==> src/design/swfd_pkg.sv <==
// Shared types and constants for the sync word frame deframer.
package swfd_pkg;

  // Word that opens every frame
  localparam logic [15:0] SYNC_WORD = 16'hDEAD;

  // Meaning of word_kind on a result beat
  localparam logic KIND_PAYLOAD = 1'b0;
  localparam logic KIND_CRC     = 1'b1;

  // One result beat
  typedef struct packed {
    logic        word_kind;
    logic [15:0] msg_type;
    logic [15:0] seq_number;
    logic [15:0] payload_length;
    logic [15:0] data_word;
    logic        last_of_frame;
  } result_t;

endpackage

==> src/design/sync_word_frame_deframer.sv <==
// Input beats are held in the input register, result beats in the result register.
// Throughput: one word per cycle; the input register advances whenever the
// skid stage behind the result register is empty.
// Reset (rst_n, synchronous, active low): parser back to hunt, header fields,
// word count and own_id cleared, input and result stages emptied.
// Frames for other destinations are consumed with no result beats.
module sync_word_frame_deframer (
  input  logic        clk,
  input  logic        rst_n,
  input  logic        cfg_wr_en,
  input  logic [15:0] cfg_wr_data,
  input  logic        in_valid,
  output logic        in_stall,
  input  logic [15:0] in_rx_word,
  input  logic        in_frame_end,
  output logic        out_valid,
  input  logic        out_stall,
  output logic        out_word_kind,
  output logic [15:0] out_msg_type,
  output logic [15:0] out_seq_number,
  output logic [15:0] out_payload_length,
  output logic [15:0] out_data_word,
  output logic        out_last_of_frame
);
  import swfd_pkg::*;

  logic        own_id_r;
  logic [15:0] own_id_val_r;
  logic        in_valid_r;
  logic [15:0] in_word_r;
  logic        in_fe_r;
  logic        skid_full;
  logic        proc;
  logic        accept;
  logic        res_valid;
  result_t     res;
  result_t     out_data;

  // Configuration register
  always_ff @(posedge clk) begin
    if (!rst_n) begin
      own_id_r     <= 1'b0;
      own_id_val_r <= '0;
    end else if (cfg_wr_en) begin
      own_id_r     <= 1'b1;
      own_id_val_r <= cfg_wr_data;
    end
  end

  // Process the held beat whenever the output side has room
  assign proc     = in_valid_r & ~skid_full;
  assign in_stall = in_valid_r & skid_full;
  assign accept   = in_valid & ~in_stall;

  // Input register
  always_ff @(posedge clk) begin
    if (!rst_n) begin
      in_valid_r <= 1'b0;
    end else if (accept) begin
      in_valid_r <= 1'b1;
    end else if (proc) begin
      in_valid_r <= 1'b0;
    end
  end

  always_ff @(posedge clk) begin
    if (accept) begin
      in_word_r <= in_rx_word;
      in_fe_r   <= in_frame_end;
    end
  end

  swfd_parser u_parser (
    .clk            (clk),
    .rst_n          (rst_n),
    .item_fire      (proc),
    .item_word      (in_word_r),
    .item_frame_end (in_fe_r),
    .own_id         (own_id_val_r),
    .res_valid      (res_valid),
    .res            (res)
  );

  swfd_out_buf u_out_buf (
    .clk       (clk),
    .rst_n     (rst_n),
    .push      (res_valid),
    .push_data (res),
    .skid_full (skid_full),
    .out_valid (out_valid),
    .out_stall (out_stall),
    .out_data  (out_data)
  );

  assign out_word_kind      = out_data.word_kind;
  assign out_msg_type       = out_data.msg_type;
  assign out_seq_number     = out_data.seq_number;
  assign out_payload_length = out_data.payload_length;
  assign out_data_word      = out_data.data_word;
  assign out_last_of_frame  = out_data.last_of_frame;

`ifndef SYNTH
  a_stall_only_when_held: assert property (@(posedge clk) disable iff (!rst_n)
    in_stall |-> (in_valid_r && out_valid))
    else $error("input stalled with no beat held");

  a_cfg_written: assert property (@(posedge clk) disable iff (!rst_n)
    cfg_wr_en |=> (own_id_r && own_id_val_r == $past(cfg_wr_data)))
    else $error("own_id write lost");

  a_beat_consumed: assert property (@(posedge clk) disable iff (!rst_n)
    (proc && !accept) |=> !in_valid_r)
    else $error("processed beat not released from input register");
`endif

endmodule

==> src/design/swfd_parser.sv <==
// Frame parser: phase sequencer, held header fields and result formation.
module swfd_parser (
  input  logic             clk,
  input  logic             rst_n,
  input  logic             item_fire,
  input  logic [15:0]      item_word,
  input  logic             item_frame_end,
  input  logic [15:0]      own_id,
  output logic             res_valid,
  output swfd_pkg::result_t res
);
  import swfd_pkg::*;

  typedef enum logic [2:0] {
    PH_HUNT    = 3'd0,
    PH_DEST    = 3'd1,
    PH_TYPE    = 3'd2,
    PH_SEQ     = 3'd3,
    PH_LEN     = 3'd4,
    PH_PAYLOAD = 3'd5,
    PH_CRC     = 3'd6
  } phase_t;

  phase_t      phase_r, phase_nxt;
  logic        for_us_r, for_us_nxt;
  logic [15:0] type_r, type_nxt;
  logic [15:0] seq_r, seq_nxt;
  logic [15:0] len_r, len_nxt;
  logic [15:0] remain_r, remain_nxt;
  logic [15:0] remain_dec;

  assign remain_dec = remain_r - 16'd1;

  // Advance the phase, capture header words and form result beats
  always_comb begin
    phase_nxt          = phase_r;
    for_us_nxt         = for_us_r;
    type_nxt           = type_r;
    seq_nxt            = seq_r;
    len_nxt            = len_r;
    remain_nxt         = remain_r;
    res_valid          = 1'b0;
    res.word_kind      = KIND_PAYLOAD;
    res.msg_type       = type_r;
    res.seq_number     = seq_r;
    res.payload_length = len_r;
    res.data_word      = item_word;
    res.last_of_frame  = 1'b0;
    if (item_fire) begin
      if (item_frame_end) begin
        phase_nxt  = PH_HUNT;
        for_us_nxt = 1'b0;
      end else begin
        unique case (phase_r)
          PH_DEST: begin
            for_us_nxt = (item_word == own_id);
            phase_nxt  = PH_TYPE;
          end
          PH_TYPE: begin
            type_nxt  = item_word;
            phase_nxt = PH_SEQ;
          end
          PH_SEQ: begin
            seq_nxt   = item_word;
            phase_nxt = PH_LEN;
          end
          PH_LEN: begin
            len_nxt    = item_word;
            remain_nxt = item_word;
            phase_nxt  = (item_word == 16'd0) ? PH_CRC : PH_PAYLOAD;
          end
          PH_PAYLOAD: begin
            remain_nxt = remain_dec;
            if (remain_dec == 16'd0) begin
              phase_nxt = PH_CRC;
            end
            res_valid = for_us_r;
          end
          PH_CRC: begin
            phase_nxt         = PH_HUNT;
            for_us_nxt        = 1'b0;
            res_valid         = for_us_r;
            res.word_kind     = KIND_CRC;
            res.last_of_frame = 1'b1;
          end
          default: begin
            // Hunt, and any code that means nothing
            phase_nxt = (item_word == SYNC_WORD) ? PH_DEST : PH_HUNT;
          end
        endcase
      end
    end
  end

  // Hold parser state
  always_ff @(posedge clk) begin
    if (!rst_n) begin
      phase_r  <= PH_HUNT;
      for_us_r <= 1'b0;
      type_r   <= '0;
      seq_r    <= '0;
      len_r    <= '0;
      remain_r <= '0;
    end else begin
      phase_r  <= phase_nxt;
      for_us_r <= for_us_nxt;
      type_r   <= type_nxt;
      seq_r    <= seq_nxt;
      len_r    <= len_nxt;
      remain_r <= remain_nxt;
    end
  end

`ifndef SYNTH
  a_payload_count_live: assert property (@(posedge clk) disable iff (!rst_n)
    (phase_r == PH_PAYLOAD) |-> (remain_r != 16'd0))
    else $error("payload phase with no words remaining");

  a_result_needs_item: assert property (@(posedge clk) disable iff (!rst_n)
    res_valid |-> (item_fire && !item_frame_end && for_us_r))
    else $error("result formed without an accepted frame word");

  a_hunt_after_end: assert property (@(posedge clk) disable iff (!rst_n)
    (item_fire && item_frame_end) |=> (phase_r == PH_HUNT && !for_us_r))
    else $error("frame end did not return parser to hunt");
`endif

endmodule

==> src/design/swfd_out_buf.sv <==
// Result register with a skid stage behind it.
module swfd_out_buf (
  input  logic              clk,
  input  logic              rst_n,
  input  logic              push,
  input  swfd_pkg::result_t push_data,
  output logic              skid_full,
  output logic              out_valid,
  input  logic              out_stall,
  output swfd_pkg::result_t out_data
);
  import swfd_pkg::*;

  logic    main_valid_r;
  logic    skid_valid_r;
  result_t main_r;
  result_t skid_r;
  logic    pop;

  assign pop       = main_valid_r & ~out_stall;
  assign skid_full = skid_valid_r;
  assign out_valid = main_valid_r;
  assign out_data  = main_r;

  // Control: drain the skid stage first, then take new beats
  always_ff @(posedge clk) begin
    if (!rst_n) begin
      main_valid_r <= 1'b0;
      skid_valid_r <= 1'b0;
    end else if (skid_valid_r) begin
      if (pop) begin
        skid_valid_r <= 1'b0;
      end
    end else if (push) begin
      if (main_valid_r && !pop) begin
        skid_valid_r <= 1'b1;
      end else begin
        main_valid_r <= 1'b1;
      end
    end else if (pop) begin
      main_valid_r <= 1'b0;
    end
  end

  // Payload: no reset needed
  always_ff @(posedge clk) begin
    if (skid_valid_r) begin
      if (pop) begin
        main_r <= skid_r;
      end
    end else if (push) begin
      if (main_valid_r && !pop) begin
        skid_r <= push_data;
      end else begin
        main_r <= push_data;
      end
    end
  end

`ifndef SYNTH
  a_skid_behind_main: assert property (@(posedge clk) disable iff (!rst_n)
    skid_valid_r |-> main_valid_r)
    else $error("skid stage holds a beat with the result register empty");

  a_no_push_when_full: assert property (@(posedge clk) disable iff (!rst_n)
    skid_valid_r |-> !push)
    else $error("beat pushed while skid stage full");

  a_skid_moves_up: assert property (@(posedge clk) disable iff (!rst_n)
    (skid_valid_r && pop) |=> (main_valid_r && main_r == $past(skid_r)))
    else $error("skid beat not moved into result register");
`endif

endmodule
==> config.mk <==
export PLATFORM = sky130hd
export DESIGN_NAME = sync_word_frame_deframer
export DESIGN_NICKNAME = d
export VERILOG_FILES = /design/src/design/swfd_pkg.sv /design/src/design/sync_word_frame_deframer.sv /design/src/design/swfd_parser.sv /design/src/design/swfd_out_buf.sv
export SDC_FILE = /design/constraint.sdc
export NUM_CORES = 1
export LEC_CHECK = 0
export BUFFER_PORTS_ARGS = -buffer_cell sky130_fd_sc_hd__buf_2
export CORE_MARGIN = 3
export CORE_UTILIZATION = 63
export CTS_CLUSTER_DIAMETER = 100
export DETAILED_ROUTE_END_ITERATION = 12
export PLACE_DENSITY = 0.92
export SLEW_MARGIN = 20
export SYNTH_ARGS = -nofsm -noshare
export SYNTH_HDL_FRONTEND = slang
export SYNTH_SLANG_ARGS = --single-unit
==> constraint.sdc <==
create_clock -name clk -period 15 [get_ports clk]
set_input_delay 4.5 -clock clk [delete_from_list [all_inputs] [get_ports clk]]
set_output_delay 4.5 -clock clk [all_outputs]
set_load 0.01 [all_outputs]
## Word level (Yosys, flattened, before mapping)

Index checks and enable logic that the tools add are counted.
Widths: inputs -> output; s select.

| storage, ports and cells | value |
|---|---|
| flip-flop bits (word level) | 235 |
| bits in latches | 0 |
| RAM bits | 0 |
| memory bits (read-only) | 0 |
| bits of input ports | 38 |
| output and inout bits | 68 |
| word-level logic and storage cells | 90 |
| memories kept | 0 |

| cells by class | value |
|---|---|
| add/subtract/negate cells | 1 |
| multipliers | 0 |
| div/mod/pow operators | 0 |
| magnitude comparators | 0 |
| eq/ne operators | 12 |
| shift operators | 0 |
| mux-type cells | 27 |
| bitwise logic cells | 8 |
| reductions and logical operators | 19 |

Operator list:

| cell | count |
|---|---|
| $mux 66 | 4 |
| $logic_not 16->1 | 2 |
| $pmux 16 s2 | 1 |
| $reduce_and 3->1 | 7 |
| $pmux 3 s6 | 1 |
| $mux 1 | 17 |
| $eq 16x16->1 | 1 |
| $eq 16x16->1 const B | 1 |
| $sub 16x1->16 const B | 1 |
| $eq 3x3->1 const B | 3 |
| $reduce_bool 2->1 | 4 |
| $eq 3x2->1 const B | 2 |
| $mux 3 | 2 |
| $and 1x1->1 | 4 |
| $ne 2x2->1 const B | 2 |
| $not 1->1 | 4 |
| $reduce_and 2->1 | 2 |
| $eq 3x1->1 const B | 1 |
| $ne 3x2->1 const B | 1 |
| $reduce_bool 3->1 | 1 |
| $mux 2 | 1 |
| $ne 2x1->1 const B | 1 |
| $pmux 1 s2 | 1 |
| $reduce_or 2->1 | 1 |
| other kinds (2) | 2 |

## Longest topological paths before layout

| depth | value |
|---|---|
| depth after elaboration | 7 |
| mapped depth | 9 |

## By module

Synthesis repeated with hierarchy kept, for this count alone.

| second synthesis, totals | value |
|---|---|
| cells, all modules | 758 |
| area, all modules | 10000.8 um^2 |

Modules (own cells, without submodules):

| module | times used | cells each | area each (um^2) |
|---|---|---|---|
| swfd_out_buf | 1 | 219 | 5207.5 |
| swfd_parser | 1 | 466 | 3621.0 |
| sync_word_frame_deframer | 1 | 73 | 1172.4 |

## Worst setup path before layout

No wires, ideal clock.

| timing path | value |
|---|---|
| kind | input to register |
| start point | input out_stall |
| end point | register u_out_buf.main_r (netlist bit u_out_buf.out_data[0]) (enable) |
| setup time | 588 ps |
| arrival | 9307 ps |
| required time | 14412 ps |
| path slack | 5106 ps |
| stages on the path | 2 |
| path buffers | 0 |
| path through | nand2_1 -> a21boi_0 |

| on the way | value |
|---|---|
| longest elaborated chain between the ends | 6 |
| elaborated cells on any way between the ends | 7 |

RTL lines:

| item | line | RTL |
|---|---|---|
| from (decl) | sync_word_frame_deframer.sv:17 | `input logic out_stall,` |
| $not 1->1 * | swfd_out_buf.sv:20 | `assign pop = main_valid_r & ~out_stall;` |
| $and 1x1->1 * | swfd_out_buf.sv:20 |  |
| $logic_not 1->1 | swfd_out_buf.sv:52 | `if (main_valid_r && !pop) begin` |
| $logic_and 1x1->1 | swfd_out_buf.sv:52 |  |
| $ne 2x1->1 (no source line) | -- |  |
| $reduce_and 3->1 (no source line) * | -- |  |
| to (signal assigned) | swfd_out_buf.sv:49 | `main_r <= skid_r;` |
| to (signal assigned) | swfd_out_buf.sv:55 | `main_r <= push_data;` |
| to (decl) | swfd_out_buf.sv:16 | `result_t main_r;` |

Every way passes the cells marked *; elsewhere a longest branch is shown, timed or not.
A chain may end at the register's enable or synchronous reset.

## Final worst setup path

| timing path | value |
|---|---|
| start point | input out_stall |
| end point | register u_out_buf.main_r (netlist bit u_out_buf.out_data[18]) (enable) |

The elaborated chain is that of the path after synthesis.

==> metrics.yaml <==
run_status:
  outcome: "finished clean"
worst_setup_path:
  cp_slowest_stage_delay_ps: 710
  reg2regPathDepth: 6
  rr_endpoint: "u_out_buf.out_data[18]"
  cp_cell_sequence: "buf_2, nand2_1, a21boi_4, buf_4"
  worstReg2RegStart: "u_out_buf.skid_full"
  cp_data_required_time_ps: 15150
  worst_setup_path_end_kind: "register"
  critPathLaunchType: "input pin"
  setup.worst_path.class: "in2reg"
  worstPathArrival_ps: 6060
  r2r_slack_ps: 11420
  crit_slowest_cell: "a21boi_4"
  path_max_fanout: 41
clocking:
  cts_hold_buf: 0
  clk_latency_ps: 510
  clock_sinks: 234
  post-cts-setup-buffers: 0
  cts_buffers: 23
  cts_htree_levels: 1
  cts_tree: "built"
  ctsResizeCount: 0
  ctsRootBufferMaster: "clkbuf_16"
  clockBufferDepth: 3
  clk_pin_slew_ps: 60
yosys:
  synth_xor_area_frac: 0.0224
  seq_area_frac_synth: 0.656
  avgSynthCellArea_um2: 13.4
  synth.distinct_cells: 66
  synth_cells: 700
  ys_ff_latch: 234
  synthFlopType: "edfxtp_1"
  synth_top_family_by_area: "multiplexers"
  synth-adder-area-share: 0.00267
  synth_nets: 740
  synth-simple-area-share: 0.102
  synth_edf_count: 147
  syn-cell-area_um2: 9380
  synth_compound_area_frac: 0.0628
  ys_warn_count: 0
  synthMuxAreaShare: 0.128
  synthArstFlopShare: 0
floorplan:
  io_pins: 106
  core.rowCount: 43
  die_w_um: 128
  initial_utilization: 0.660
  core_um2: 14200
  die_area_um2: 16400
  die_h_um: 128
final_layout:
  seq_area_um2: 6160
  final_util: 0.753
  num_antenna_cells: 0
  fin_cells: 982
  fin_nets: 825
  multi_input_area_um2: 3000
  area_growth_pct: 14.0
  drive_gt1_frac: 0.293
  nFillCells: 854
global_routing:
  antenna_found_initial: 0
  first_global_vias: 6072
  grt_max_degree: 71
  overflow: 0
  grt_pass1_wl_um: 33300
  grt_use_total: 0.260
drt:
  via_count: 6082
  drt-pass1-iter-count: 7
  drtIter0Drc: 886
  via_per_inst: 6.19
  drt-total-wl_um: 21200
  antenna_left: 0
  routedWlPerCell_um: 21.6
  drc: 0
job:
  drv_cap: 0
placement:
  pre_cts_slack_ps: 8540
  gp_congestion: 0.908
  dpl.hpwl_um: 13000
  place_inst: 940
  portBuffers: 105
timing:
  hold_viol: 0
  setup_slack_ps: 9080
  worst_slew_pin_slew_ps: 944
  fin_crit_sh: 0.394
  post-route-min-period_ps: 5920
  slew_headroom: 0.368
  slew_violations: 0
  setup_violations: 0
  max_clock_freq_ghz: 0.169
  finalClockSkew_ps: 11.7
  rsz0062_at_grt: "false"
  tns_ps: 0
pwr:
  power_density_nw_per_um2: 120
  p_total_mw: 1.28
  p_leak_nw: 4.16
  peakVddDrop_mv: 0.105
hold_path:
  hp-start: "u_parser.len_r[15]"
  hold_end: "u_out_buf.skid_r[32]"
  hp-class: "reg2reg"
  min_path_cells: 0
[per-layer routing]
layer / part of all wire / vias up / routed length, µm / GRT usage
li1: - / 2727 / - / -
met1: 0.39 / 2918 / 8220 / 0.350
met2: 0.48 / 364 / 10300 / 0.429
met3: 0.089 / 73 / 1890 / 0.0392
met4: 0.039 / 0 / 824 / 0.109
met5: 0 / - / 0 / 0
[through the flow]
| step | area, µm² | hold WS [ps] |
|---|---|---|
| 4_1_cts | 10700 | 457 |
| 2_1_floorplan | 9380 | 424 |
| 3_5_place_dp | 9980 | 442 |
| 6_report | 10700 | 463 |
| 3_3_place_gp | 9980 | 436 |
| 5_1_grt | 10700 | 475 |
[final cells by class]
cell class | count | share of cell area
multi-input cells | 408 | 0.281
inverters | 7 | 0.00246
clock inverters | 11 | 0.00831
well taps | 180 | 0.0211
flip-flops and latches | 234 | 0.576
repair buffers | 111 | 0.0534
clock buffers | 31 | 0.0585
[critical path: cells and delay by family]
family	cells	cell delay, ps
AO/OA/AOI/OAI	1	710
buffers and inverters	2	680
AND/OR/NAND/NOR	1	130
[power by group]
part           internal (mW)  switching, mW  leakage (nW)
Combinational         0.0149         0.0153          1.74
Sequential             0.687         0.0193          2.07
Clock                  0.312          0.236         0.355
Total                   1.01          0.271          4.16
[how the worst max path moves through the flow]
stage / from / to / slack (ps) / cells after the start
after floorplan: out_stall / u_out_buf.out_data[0] / 5110 / 2
after global placement: out_stall / u_out_buf.out_data[17] / 8660 / 4
after detailed placement: out_stall / u_out_buf.out_data[17] / 8540 / 4
after CTS: out_stall / u_out_buf.out_data[28] / 9080 / 4
after global routing: out_stall / u_out_buf.out_data[17] / 8960 / 4
final: out_stall / u_out_buf.out_data[18] / 9080 / 4
[kinds of logic after synthesis]
logic type	count (synthesis)
AO/OA/AOI/OAI	87
XOR/XNOR	24
adder cells (fa/ha/maj)	2
buffers and inverters	58
flip-flops	234
multiplexers	112
AND/OR/NAND/NOR	183
[registers in the layout (all words and copies together) (netlist names)]
| name | count |
|---|---|
| in_word_r | 16 |
| in_fe_r | 1 |
| u_parser.phase_r | 3 |
| u_parser.seq_r | 16 |
| u_parser.for_us_r | 1 |
| u_parser.len_r | 16 |
| u_out_buf.out_data | 65 |
| u_parser.remain_r | 16 |
| u_out_buf.out_valid | 1 |
| u_out_buf.skid_r | 65 |
| u_parser.type_r | 16 |
| own_id_val_r | 16 |
| in_valid_r | 1 |
| u_out_buf.skid_full | 1 |
[cell usage in the layout, fill, tap and decap left out, drive strengths merged, types with 2 or more instances in the layout]
cell and instances:
edfxtp 147, buf 111, dfxtp 87, nor2 71
mux2 64, nand2 49, mux2i 48, a21oi 31
clkbuf 31, xnor2 23, o21ai 16, nand4 10
nand3 10, inv 10, nor4 9, nor3 8
clkinv 7, nand2b 6, o221ai 5, a221oi 5
nor2b 4, o31ai 4, a31oi 4, and3 3
o211ai 3, and2 2, or2 2, or3 2
a311oi 2, o22ai 2, ha 2, a21boi 2
nor3b 2
[cells in the mapped netlist (3+ instances only)]
library cell    n  area [µm²]
nor4_4          3        63.8
a221oi_2        3        45.0
dfxtp_1        87        1740
o221ai_1        5        43.8
nand2_1        48         180
a31oi_1         4        25.0
and3_1          3        18.8
o31ai_1         4        30.0
mux2i_1        48         480
nor2b_1         4        25.0
o21ai_0        16        80.1
nor2_1         70         263
nand4_1         9        56.3
a21oi_1        31         155
clkbuf_1       40         150
edfxtp_1      147        4410
inv_1           6        22.5
nor3_1          6        30.0
xnor2_1        23         201
o211ai_1        3        22.5
nand3_1         9        45.0
buf_2           7        35.0
mux2_2         64         721
nor4_1          5        31.3
nand2b_1        6        37.5
Note: power is estimated with default switching activity, not from simulation.
